[src/i2c_rts_pkg.sv]
// Types, codes and constants shared by the I2C register transaction sequencer.
// Depends on nothing; imported by i2c_register_transaction_sequencer.
package i2c_rts_pkg;

   localparam int unsigned WRITE_BUFFER_BYTES = 32;
   localparam int unsigned CSR_INDEX_W = 2;
   localparam int unsigned CSR_DATA_W = 16;

   localparam logic [15:0] TIMEOUT_TICKS_RESET = 16'd20;
   localparam logic [5:0] WRITE_MAX_LENGTH_RESET = 6'd32;
   localparam logic [15:0] WRITE_BUFFER_LIMIT = 16'(WRITE_BUFFER_BYTES);
   localparam logic [15:0] TICKS_MAX = 16'hFFFF;

   typedef enum logic [CSR_INDEX_W-1:0] {
      CSR_TIMEOUT_TICKS    = 2'd0,
      CSR_WRITE_MAX_LENGTH = 2'd1
   } csr_index_type;

   typedef enum logic [2:0] {
      FUNC_BEGIN     = 3'd0,
      FUNC_STATUS    = 3'd1,
      FUNC_BUS_ERROR = 3'd2,
      FUNC_TX_DMA    = 3'd3,
      FUNC_RX_DMA    = 3'd4,
      FUNC_TICK      = 3'd5
   } func_type;

   typedef enum logic [2:0] {
      CMD_NONE       = 3'd0,
      CMD_START      = 3'd1,
      CMD_SEND_BYTE  = 3'd2,
      CMD_TX_DMA     = 3'd3,
      CMD_RX_DMA     = 3'd4,
      CMD_NACK_STOP  = 3'd5,
      CMD_STOP       = 3'd6,
      CMD_STOP_RESET = 3'd7
   } command_type;

   typedef enum logic [1:0] {
      BEGIN_ACCEPTED = 2'd0,
      BEGIN_BUSY     = 2'd1,
      BEGIN_REJECTED = 2'd2
   } begin_status_type;

   typedef enum logic [1:0] {
      DONE_SUCCESS = 2'd0,
      DONE_ERROR   = 2'd1,
      DONE_TIMEOUT = 2'd2
   } done_status_type;

   typedef enum logic [9:0] {
      PH_IDLE        = 10'b00_0000_0001,
      PH_START_W     = 10'b00_0000_0010,
      PH_ADDR_W      = 10'b00_0000_0100,
      PH_REG_SENT    = 10'b00_0000_1000,
      PH_TX_DMA      = 10'b00_0001_0000,
      PH_TX_WAIT_BTF = 10'b00_0010_0000,
      PH_START_R     = 10'b00_0100_0000,
      PH_ADDR_R      = 10'b00_1000_0000,
      PH_RX_ONE      = 10'b01_0000_0000,
      PH_RX_DMA      = 10'b10_0000_0000
   } phase_type;

   localparam int unsigned SF_START_SENT = 0;
   localparam int unsigned SF_ADDR_ACKED = 1;
   localparam int unsigned SF_BYTE_DONE  = 2;
   localparam int unsigned SF_RX_READY   = 3;

   typedef struct packed {
      logic [2:0]  func;
      logic [6:0]  device_address;
      logic [7:0]  register_address;
      logic [15:0] transfer_length;
      logic        read_not_write;
      logic        bus_busy;
      logic [3:0]  status_flags;
      logic [3:0]  error_flags;
      logic        dma_fault;
      logic        dma_complete;
      logic [7:0]  received_byte;
   } req_type;

   typedef struct packed {
      logic [2:0]  command;
      logic [7:0]  bus_byte;
      logic [15:0] dma_length;
      logic [1:0]  begin_status;
      logic        done_res;
      logic [1:0]  done_status;
      logic [7:0]  read_byte;
      logic        read_valid;
      logic        transaction_busy;
   } rsp_type;

endpackage

[src/i2c_register_transaction_sequencer.sv]
// I2C master register write/read sequencer: one event in, one result item out.
// Depends on i2c_rts_pkg for payload types, codes and reset constants.
//
//   channel | direction | handshake          | payload
//   req     | in        | req_valid/req_stall| req_type event
//   rsp     | out       | rsp_valid/rsp_stall| rsp_type result
//   csr     | in        | csr_valid/csr_ready| csr_index, csr_data
//
// One item per cycle while req_stall is low; each event is decoded against the
// phase register in one pass and its result is registered in the cycle after
// acceptance. The single output register is the only buffer: req_stall rises
// only while a result is held and rsp_stall is high. Synchronous reset returns
// the phase to idle and the CSRs to reset values; csr_ready is always high.
module i2c_register_transaction_sequencer
   import i2c_rts_pkg::*;
(
   input  logic                   clock,
   input  logic                   reset,
   input  logic                   req_valid,
   output logic                   req_stall,
   input  req_type                req_data,
   output logic                   rsp_valid,
   input  logic                   rsp_stall,
   output rsp_type                rsp_data,
   input  logic                   csr_valid,
   output logic                   csr_ready,
   input  logic [CSR_INDEX_W-1:0] csr_index,
   input  logic [CSR_DATA_W-1:0]  csr_data
);

   logic [15:0] timeout_ticks_ff;
   logic [5:0]  write_max_length_ff;
   phase_type   phase_ff, phase_in;
   logic [6:0]  target_address_ff, target_address_in;
   logic [7:0]  target_register_ff, target_register_in;
   logic [15:0] pending_length_ff, pending_length_in;
   logic        is_read_ff, is_read_in;
   logic [15:0] elapsed_ff, elapsed_in;
   logic        rsp_valid_ff, rsp_valid_in;
   rsp_type     rsp_data_ff, rsp_data_in;

   logic        req_take;
   logic        active;
   logic [15:0] write_limit;
   logic [15:0] elapsed_next;

   assign csr_ready = 1'b1;
   assign req_stall = rsp_valid_ff & rsp_stall;
   assign req_take  = req_valid & ~req_stall;
   assign rsp_valid = rsp_valid_ff;
   assign rsp_data  = rsp_data_ff;
   assign active    = (phase_ff != PH_IDLE);
   assign rsp_valid_in = req_take | (rsp_valid_ff & rsp_stall);

   assign write_limit = (16'(write_max_length_ff) > WRITE_BUFFER_LIMIT) ?
                        WRITE_BUFFER_LIMIT : 16'(write_max_length_ff);
   assign elapsed_next = (elapsed_ff < TICKS_MAX) ? elapsed_ff + 16'd1 : elapsed_ff;

   always_comb begin
      phase_in           = phase_ff;
      target_address_in  = target_address_ff;
      target_register_in = target_register_ff;
      pending_length_in  = pending_length_ff;
      is_read_in         = is_read_ff;
      elapsed_in         = elapsed_ff;
      rsp_data_in        = '0;
      unique case (req_data.func)
         FUNC_BEGIN: begin
            if (req_data.transfer_length == 16'd0) begin
               rsp_data_in.begin_status = BEGIN_REJECTED;
            end else if (!req_data.read_not_write &&
                         req_data.transfer_length > write_limit) begin
               rsp_data_in.begin_status = BEGIN_REJECTED;
            end else if (active) begin
               rsp_data_in.begin_status = BEGIN_BUSY;
            end else if (req_data.bus_busy) begin
               rsp_data_in.begin_status = BEGIN_REJECTED;
            end else begin
               target_address_in        = req_data.device_address;
               target_register_in       = req_data.register_address;
               pending_length_in        = req_data.transfer_length;
               is_read_in               = req_data.read_not_write;
               elapsed_in               = 16'd0;
               phase_in                 = PH_START_W;
               rsp_data_in.command      = CMD_START;
               rsp_data_in.begin_status = BEGIN_ACCEPTED;
            end
         end
         FUNC_STATUS: begin
            if (phase_ff == PH_START_W && req_data.status_flags[SF_START_SENT]) begin
               rsp_data_in.command  = CMD_SEND_BYTE;
               rsp_data_in.bus_byte = {target_address_ff, 1'b0};
               phase_in             = PH_ADDR_W;
            end else if (phase_ff == PH_ADDR_W &&
                         req_data.status_flags[SF_ADDR_ACKED]) begin
               rsp_data_in.command  = CMD_SEND_BYTE;
               rsp_data_in.bus_byte = target_register_ff;
               phase_in             = PH_REG_SENT;
            end else if (phase_ff == PH_REG_SENT &&
                         req_data.status_flags[SF_BYTE_DONE]) begin
               if (is_read_ff) begin
                  rsp_data_in.command = CMD_START;
                  phase_in            = PH_START_R;
               end else begin
                  rsp_data_in.command    = CMD_TX_DMA;
                  rsp_data_in.dma_length = pending_length_ff;
                  phase_in               = PH_TX_DMA;
               end
            end else if (phase_ff == PH_START_R &&
                         req_data.status_flags[SF_START_SENT]) begin
               rsp_data_in.command  = CMD_SEND_BYTE;
               rsp_data_in.bus_byte = {target_address_ff, 1'b1};
               phase_in             = PH_ADDR_R;
            end else if (phase_ff == PH_ADDR_R &&
                         req_data.status_flags[SF_ADDR_ACKED]) begin
               if (pending_length_ff == 16'd1) begin
                  rsp_data_in.command = CMD_NACK_STOP;
                  phase_in            = PH_RX_ONE;
               end else begin
                  rsp_data_in.command    = CMD_RX_DMA;
                  rsp_data_in.dma_length = pending_length_ff;
                  phase_in               = PH_RX_DMA;
               end
            end else if (phase_ff == PH_RX_ONE &&
                         req_data.status_flags[SF_RX_READY]) begin
               rsp_data_in.read_byte   = req_data.received_byte;
               rsp_data_in.read_valid  = 1'b1;
               rsp_data_in.command     = CMD_NONE;
               rsp_data_in.done_res    = 1'b1;
               rsp_data_in.done_status = DONE_SUCCESS;
               phase_in                = PH_IDLE;
            end else if (phase_ff == PH_TX_WAIT_BTF &&
                         req_data.status_flags[SF_BYTE_DONE]) begin
               rsp_data_in.command     = CMD_STOP;
               rsp_data_in.done_res    = 1'b1;
               rsp_data_in.done_status = DONE_SUCCESS;
               phase_in                = PH_IDLE;
            end
         end
         FUNC_BUS_ERROR: begin
            if (active && req_data.error_flags != 4'd0) begin
               rsp_data_in.command     = CMD_STOP_RESET;
               rsp_data_in.done_res    = 1'b1;
               rsp_data_in.done_status = DONE_ERROR;
               phase_in                = PH_IDLE;
            end
         end
         FUNC_TX_DMA: begin
            if (active && req_data.dma_fault) begin
               rsp_data_in.command     = CMD_STOP_RESET;
               rsp_data_in.done_res    = 1'b1;
               rsp_data_in.done_status = DONE_ERROR;
               phase_in                = PH_IDLE;
            end else if (phase_ff == PH_TX_DMA && req_data.dma_complete) begin
               phase_in = PH_TX_WAIT_BTF;
            end
         end
         FUNC_RX_DMA: begin
            if (active && req_data.dma_fault) begin
               rsp_data_in.command     = CMD_STOP_RESET;
               rsp_data_in.done_res    = 1'b1;
               rsp_data_in.done_status = DONE_ERROR;
               phase_in                = PH_IDLE;
            end else if (phase_ff == PH_RX_DMA && req_data.dma_complete) begin
               rsp_data_in.command     = CMD_STOP;
               rsp_data_in.done_res    = 1'b1;
               rsp_data_in.done_status = DONE_SUCCESS;
               phase_in                = PH_IDLE;
            end
         end
         FUNC_TICK: begin
            if (active) begin
               elapsed_in = elapsed_next;
               if (elapsed_next > timeout_ticks_ff) begin
                  rsp_data_in.command     = CMD_STOP_RESET;
                  rsp_data_in.done_res    = 1'b1;
                  rsp_data_in.done_status = DONE_TIMEOUT;
                  phase_in                = PH_IDLE;
               end
            end
         end
         default: begin
         end
      endcase
      rsp_data_in.transaction_busy = (phase_in != PH_IDLE);
   end

   always_ff @(posedge clock) begin
      if (reset) begin
         timeout_ticks_ff    <= TIMEOUT_TICKS_RESET;
         write_max_length_ff <= WRITE_MAX_LENGTH_RESET;
      end else if (csr_valid && csr_ready) begin
         unique case (csr_index)
            CSR_TIMEOUT_TICKS:    timeout_ticks_ff    <= csr_data[15:0];
            CSR_WRITE_MAX_LENGTH: write_max_length_ff <= csr_data[5:0];
            default: begin
            end
         endcase
      end
   end

   always_ff @(posedge clock) begin
      if (reset) begin
         phase_ff     <= PH_IDLE;
         rsp_valid_ff <= 1'b0;
      end else begin
         rsp_valid_ff <= rsp_valid_in;
         if (req_take) begin
            phase_ff <= phase_in;
         end
      end
   end

   always_ff @(posedge clock) begin
      if (req_take) begin
         target_address_ff  <= target_address_in;
         target_register_ff <= target_register_in;
         pending_length_ff  <= pending_length_in;
         is_read_ff         <= is_read_in;
         elapsed_ff         <= elapsed_in;
         rsp_data_ff        <= rsp_data_in;
      end
   end

`ifndef NO_ASSERTIONS
   a_done_goes_idle: assert property (@(posedge clock) disable iff (reset)
      req_take |=> (!rsp_data_ff.done_res || phase_ff == PH_IDLE))
      else $error("done reported while a transaction stays active");

   a_busy_tracks_phase: assert property (@(posedge clock) disable iff (reset)
      req_take |=> (rsp_data_ff.transaction_busy == (phase_ff != PH_IDLE)))
      else $error("transaction_busy disagrees with the phase");

   a_no_accept_when_active: assert property (@(posedge clock) disable iff (reset)
      (req_take && req_data.func == FUNC_BEGIN && phase_ff != PH_IDLE)
      |=> (rsp_data_ff.begin_status != BEGIN_ACCEPTED))
      else $error("begin accepted during an active transaction");

   a_read_ends_txn: assert property (@(posedge clock) disable iff (reset)
      (rsp_valid_ff && rsp_data_ff.read_valid) |-> rsp_data_ff.done_res)
      else $error("read byte delivered without ending the transaction");
`endif

endmodule

[config.mk]
export PLATFORM = sky130hd
export DESIGN_NAME = i2c_register_transaction_sequencer
export DESIGN_NICKNAME = d
export VERILOG_FILES = /design/src/i2c_rts_pkg.sv /design/src/i2c_register_transaction_sequencer.sv
export SDC_FILE = /design/constraint.sdc
export NUM_CORES = 1
export LEC_CHECK = 0
export BUFFER_PORTS_ARGS = -buffer_cell sky130_fd_sc_hd__buf_2
export CORE_AREA = 4 4 102 123
export CTS_BUF_LIST = sky130_fd_sc_hd__clkbuf_16
export CTS_CLUSTER_DIAMETER = 200
export DETAILED_ROUTE_END_ITERATION = 12
export DIE_AREA = 0 0 106 127
export PLACE_DENSITY = 0.75
export SLEW_MARGIN = 30
export SYNTH_ARGS = -nofsm -noshare
export SYNTH_HDL_FRONTEND = slang
export SYNTH_SLANG_ARGS = --single-unit
export TNS_END_PERCENT = 10
[constraint.sdc]
create_clock -name clock -period 5.4 [get_ports clock]
set_clock_uncertainty 0.05 [all_clocks]
set_input_delay 0 -clock clock [delete_from_list [all_inputs] [get_ports clock]]
set_output_delay 0 -clock clock [all_outputs]
set_load 0.05 [all_outputs]
Word level (Yosys, flattened, before mapping):

Cells that the tools add are included.

* mux-type cells: 75
* eq/ne operators: 23
* bitwise logic cells: 11
* magnitude comparators: 4
* reduce and logical (&&, ||, !) cells: 27
* $add $sub $neg: 1

Operators by type and width (count)
* $mux W10: 19
* $mux W16: 11
* $mux W12: 5
* $pmux W10 S6: 1
* $mux W3: 19
* $pmux W16 S2: 1
* $mux W11: 2
* $ne A10 B1 Y1 const B: 2
* $pmux W3 S6: 1
* $add A16 B1 Y16 const B: 1
* $eq A16 B1 Y1 const B: 1
* $gt A16 B16 Y1: 1
* $gt A16 B6 Y1: 1
* $logic_not A16 Y1: 1
* $lt A16 B16 Y1 const B: 1
* $mux W8: 2
* $pmux W3 S5: 1
* $logic_and A1 B1 Y1: 12
* $eq A10 B10 Y1 const B: 1
* $eq A10 B2 Y1 const B: 1
* $eq A10 B3 Y1 const B: 1
* $eq A10 B4 Y1 const B: 1
* $eq A10 B5 Y1 const B: 1
* $eq A10 B6 Y1 const B: 1
* other kinds (29): 53

* bits in registers: 123
* output and inout port bits: 45
* word-level logic and storage cells: 161

Logic depth before layout (Yosys ltp):

* word-level depth: 11
* mapped depth: 17
* depth with buffers taken out: 17

Worst setup path before layout:

No wires, ideal clock.

* path type: register -> register
* from: reg elapsed_ff[3]
* to: reg rsp_data_ff (netlist bit rsp_data[0]) (data pin)
* library setup time: 0.272 ns
* clock period less this slack: 4.516 ns
* buffers on the path: 0
* stages on the path, launching flop included: 17
* arrival: 4.194 ns
* path slack: 0.884 ns
* path through: edfxtp_1 and4_1 and3_1 and2_1 nand4_1 and4_1 nand3_1 xnor2_1 ha_1 nand3_1 nor4_1 a21bo_2 a31oi_1 a21oi_1 o32a_1 or4b_1 or4_1

RTL lines
* from (decl): RTL line i2c_register_transaction_sequencer.sv:38 `logic [15:0] elapsed_ff, elapsed_in;`
* from (signal assigned): RTL line i2c_register_transaction_sequencer.sv:220 `elapsed_ff <= elapsed_in;`
* to (signal assigned): RTL line i2c_register_transaction_sequencer.sv:221 `rsp_data_ff <= rsp_data_in;`
* to (decl): RTL line i2c_register_transaction_sequencer.sv:40 `rsp_type rsp_data_ff, rsp_data_in;`

==> parameters.txt <==
Parameter                              Value

Power and ir drop
  Switching power share of the total    25.6%
  Ratio of total power to cell area    299 nW/um^2
  Max rail drop VDD    0.223 mV
  Share of total power in sequential cells    42.9%
  P_sw    0.629 mW
  Relative contribution of the clock network to total power    45.1%
  Cell-internal power    1.83 mW
  Logic pwr share    12.0%
  Leakage power    3.21 nW

Clock network
  Clk sink count    123
  CTS tree    done
  Post-CTS Setup Repair Bufs    0
  Clock-pin slew on the worst setup and hold paths    0.06 ns
  H-tree level count    4
  Maximum count of clock buffers along a single path    2
  CTS Root Cell    clkbuf_16
  Clock latency on the worst-skew pair    0.42 ns
  Cts bufs inserted    17

Setup path
  Critical Path AT    5.06 ns
  Crit Reg-Reg Startpoint    elapsed_ff[3]
  Endpoint of the worst setup timing path    rsp_data[0]
  Critical path launch point    elapsed_ff[3]
  Critical Path Sink Type    register
  Reg2reg path depth    16
  Minimum setup slack among reg-to-reg paths    0.44 ns
  Reg-to-reg critical path endpoint    rsp_data[0]
  Required arrival time at the worst endpoint    5.50 ns
  Critical Path Start Type    register
  Critical path class    reg -> reg
  Peak fanout along the critical path    7

Timing
  Post-route clock period utilization    91.8%
  Post-route minimum period    4.96 ns
  Total Negative Setup Slacks    0 ns
  Max-slew headroom    32.3%
  Final number of hold-violating endpoints    0
  Final setup fails    0
  Setup repair after global routing missed its margin    no
  Worst Max-Slew Pin Slew    1.01 ns
  Maximum operating frequency    202 MHz
  Max-slew violations    0

Placement
  Final weighted congestion of routability-driven global placement    0.970
  Number of input and output port buffers inserted    120
  Detailed-placement wirelength estimate    11.0 mm

Finish
  Register cell area after layout    3360 sq um
  Synthesis-to-layout area growth    33.6%
  Post-layout nets    890
  FILL cells    819
  Fraction of final layout cells sized beyond drive strength 1    22.2%
  Total area of multi-input combinational cells    2600 sq um
  Post-layout util    72.0%

Global route
  Initial antenna violation count    1
  Via count of the first global-routing pass    5444
  First-pass GRT wire length    26.6 mm
  Total congestion overflow    0
  Maximum number of pins on one net before global-route repair    52
  Total routing usage reported by global routing    25.1%

Routing
  Wire length on met1    6.33 mm
  Post-detailed-route count of antenna-violating nets    0
  WL met2    8.78 mm
  Vias per cell    5.62
  1st-pass router iterations    6
  Routed WL    16.7 mm
  Met3 layer wire length in the routed design    981 um
  Initial DRC Count    344
  DRC violation count after routing    0
  Routed wirelength normalized by instance count    17.4 um
  Top layer used by detailed routing    met4
  Overall via count from detail_route    5402

Logic synthesis
  Summed instance area of the synthesized netlist    6140 sq um
  Mean area per synthesized cell    10.4 sq um
  Proportion of synthesized flip-flops having asynchronous set or reset    0%
  Number of synthesized flops with an enable pin    90
  Ranking of synthesized cells by instance count    edfxtp_1 (90), nand2_1 (79), nor2_1 (51)
  Net count after synthesis    693
  Largest area contributor in the synthesized netlist    edfxtp_1
  Synth top area cells    edfxtp_1 (44%), dfxtp_1 (11%), ha_1 (4.9%)
  Share of the synthesized area in the top cell type    44.0%
  Sequential-to-total area share from yosys stat    54.7%
  Library cell with the highest instance count after synthesis    edfxtp_1
  Yosys Warn Count    0
  Post-synthesis cell type count    66
  Most instantiated flip-flop cell in the synthesis netlist    edfxtp_1
  Total of flip-flops plus latches after synthesis    123
  Post-Syn Instances    592

Floorplanning
  Die outline width    106 um
  Core area    11400 sq um
  Top-level I/O count    122
  Die extent in y    127 um
  Starting utilization of the core area    53.9%
  Row Count    43
  Die ar.    13500 sq um

Min path
  Class of the worst hold path    in -> reg

Outcome
  Outcome    finished clean

Job
  Maximum Capacitance Violations    0
layout by cell type (no fill, tap or decap), types with 4 or more instances in the layout:
master,instances
buf_2,120
o21ai_0,16
and3_1,8
nor4_1,14
ha_1,24
a22o_1,6
nand2_1,79
a21oi_1,48
dfxtp_1,33
dlygate4sd3_1,74
and2_1,27
nand3_1,14
nor2_1,50
nand4_1,10
inv_1,28
a211oi_1,7
clkinv_4,4
nand2b_1,4
or4_1,10
nor3_1,9
xnor2_1,9
edfxtp_1,90
nor2b_1,14
clkbuf_16,17
mux2i_1,5
a31oi_1,8
cell type report:
| type | instances | area share (%) |
|---|---|---|
| antenna | 2 | 0.0610 |
| clock buffer | 17 | 5.18 |
| clock inverter | 15 | 1.86 |
| inverter | 27 | 1.25 |
| multi-input combinational | 423 | 31.7 |
| sequential | 123 | 41.0 |
| tap | 157 | 2.39 |
| timing repair buffer | 197 | 16.6 |
stage by stage:
step | worst slack, ns | cell area (sq um) | total power, mW | hold slack (ns) | std cells
2_1_floorplan | 0.884 | 6140 | 1.24 | 0.0444 | 592
3_3_place_gp | 0.571 | 6870 | 1.32 | 0.127 | 853
3_5_place_dp | 0.416 | 6870 | 1.32 | 0.129 | 853
4_1_cts | 0.355 | 8190 | 2.45 | 0.00551 | 959
5_1_grt | 0.105 | 8210 | 2.54 | 0.0366 | 960
6_report | 0.442 | 8210 | 2.46 | 0.0305 | 961
worst max-delay path, stage by stage, from the launching register on:
cell	delay, ns
edfxtp_1	0.44
and4_1	0.25
and3_1	0.20
and2_1	0.17
nand4_1	0.25
and4_1	0.32
nand3_1	0.11
xnor2_1	0.16
ha_1	0.31
nand3_1	0.09
nor4_1	0.35
a21bo_2	0.28
a31oi_2	0.36
a21oi_1	0.12
o32a_1	0.37
or4b_1	0.45
or4_1	0.40
power groups by stage:
| stage | Combinational [mW] | Sequential [mW] | Clock (mW) |
|---|---|---|---|
| global placement | 0.243 | 1.07 | 0 |
| detailed placement | 0.247 | 1.07 | 0 |
| floorplan | 0.107 | 1.13 | 0 |
| CTS | 0.287 | 1.06 | 1.11 |
| global route | 0.316 | 1.06 | 1.16 |
| finish | 0.295 | 1.06 | 1.11 |
cells by family (layout without fill, tap and decap cells):
family | after synthesis | in the layout | share of synthesized area (%)
flops | 123 | 123 | 54.7
mux | 7 | 7 | 1.18
compound gates | 113 | 113 | 11.7
buf+inv | 46 | 256 | 3.24
xor+xnor | 10 | 10 | 1.43
fa+ha+maj | 24 | 24 | 4.89
simple gates | 268 | 268 | 22.8
other cells | 1 | 3 | 0.0610
worst min path at each step:
stage	from	end	slack, ns	depth (start not counted)
2_1_floorplan	reset	timeout_ticks_ff[2]	0.04	1
3_3_place_gp	req_data[45]	target_address_ff[1]	0.13	1
3_5_place_dp	req_data[48]	target_address_ff[4]	0.13	1
4_1_cts	csr_index[1]	timeout_ticks_ff[2]	0.006	4
5_1_grt	csr_index[1]	timeout_ticks_ff[2]	0.04	4
6_report	reset	write_max_length_ff[3]	0.03	2
layer usage:
metal	global-route usage [%]	up-vias
li1	-	2582
met1	27.9	2526
met2	45.6	235
met3	5.56	59
met4	11.6	0
met5	0	-
state kept, by name, indices dropped and copies added, names as in the netlist:
signal               cells
elapsed_ff              16
is_read_ff               1
pending_length_ff       16
phase_ff                10
rsp_data                42
rsp_valid                1
target_address_ff        7
target_register_ff       8
timeout_ticks_ff        16
write_max_length_ff      6
repair_timing:
| item | 4_1_cts | 5_1_grt |
|---|---|---|
| gates resized for setup | 0 | 1 |
| hold endpoints to repair | 65 | 0 |
| endpoints found under the setup margin | 0 | 1 |
| hold buffers | 74 | 0 |
Note: power is estimated with default switching activity, not from simulation.
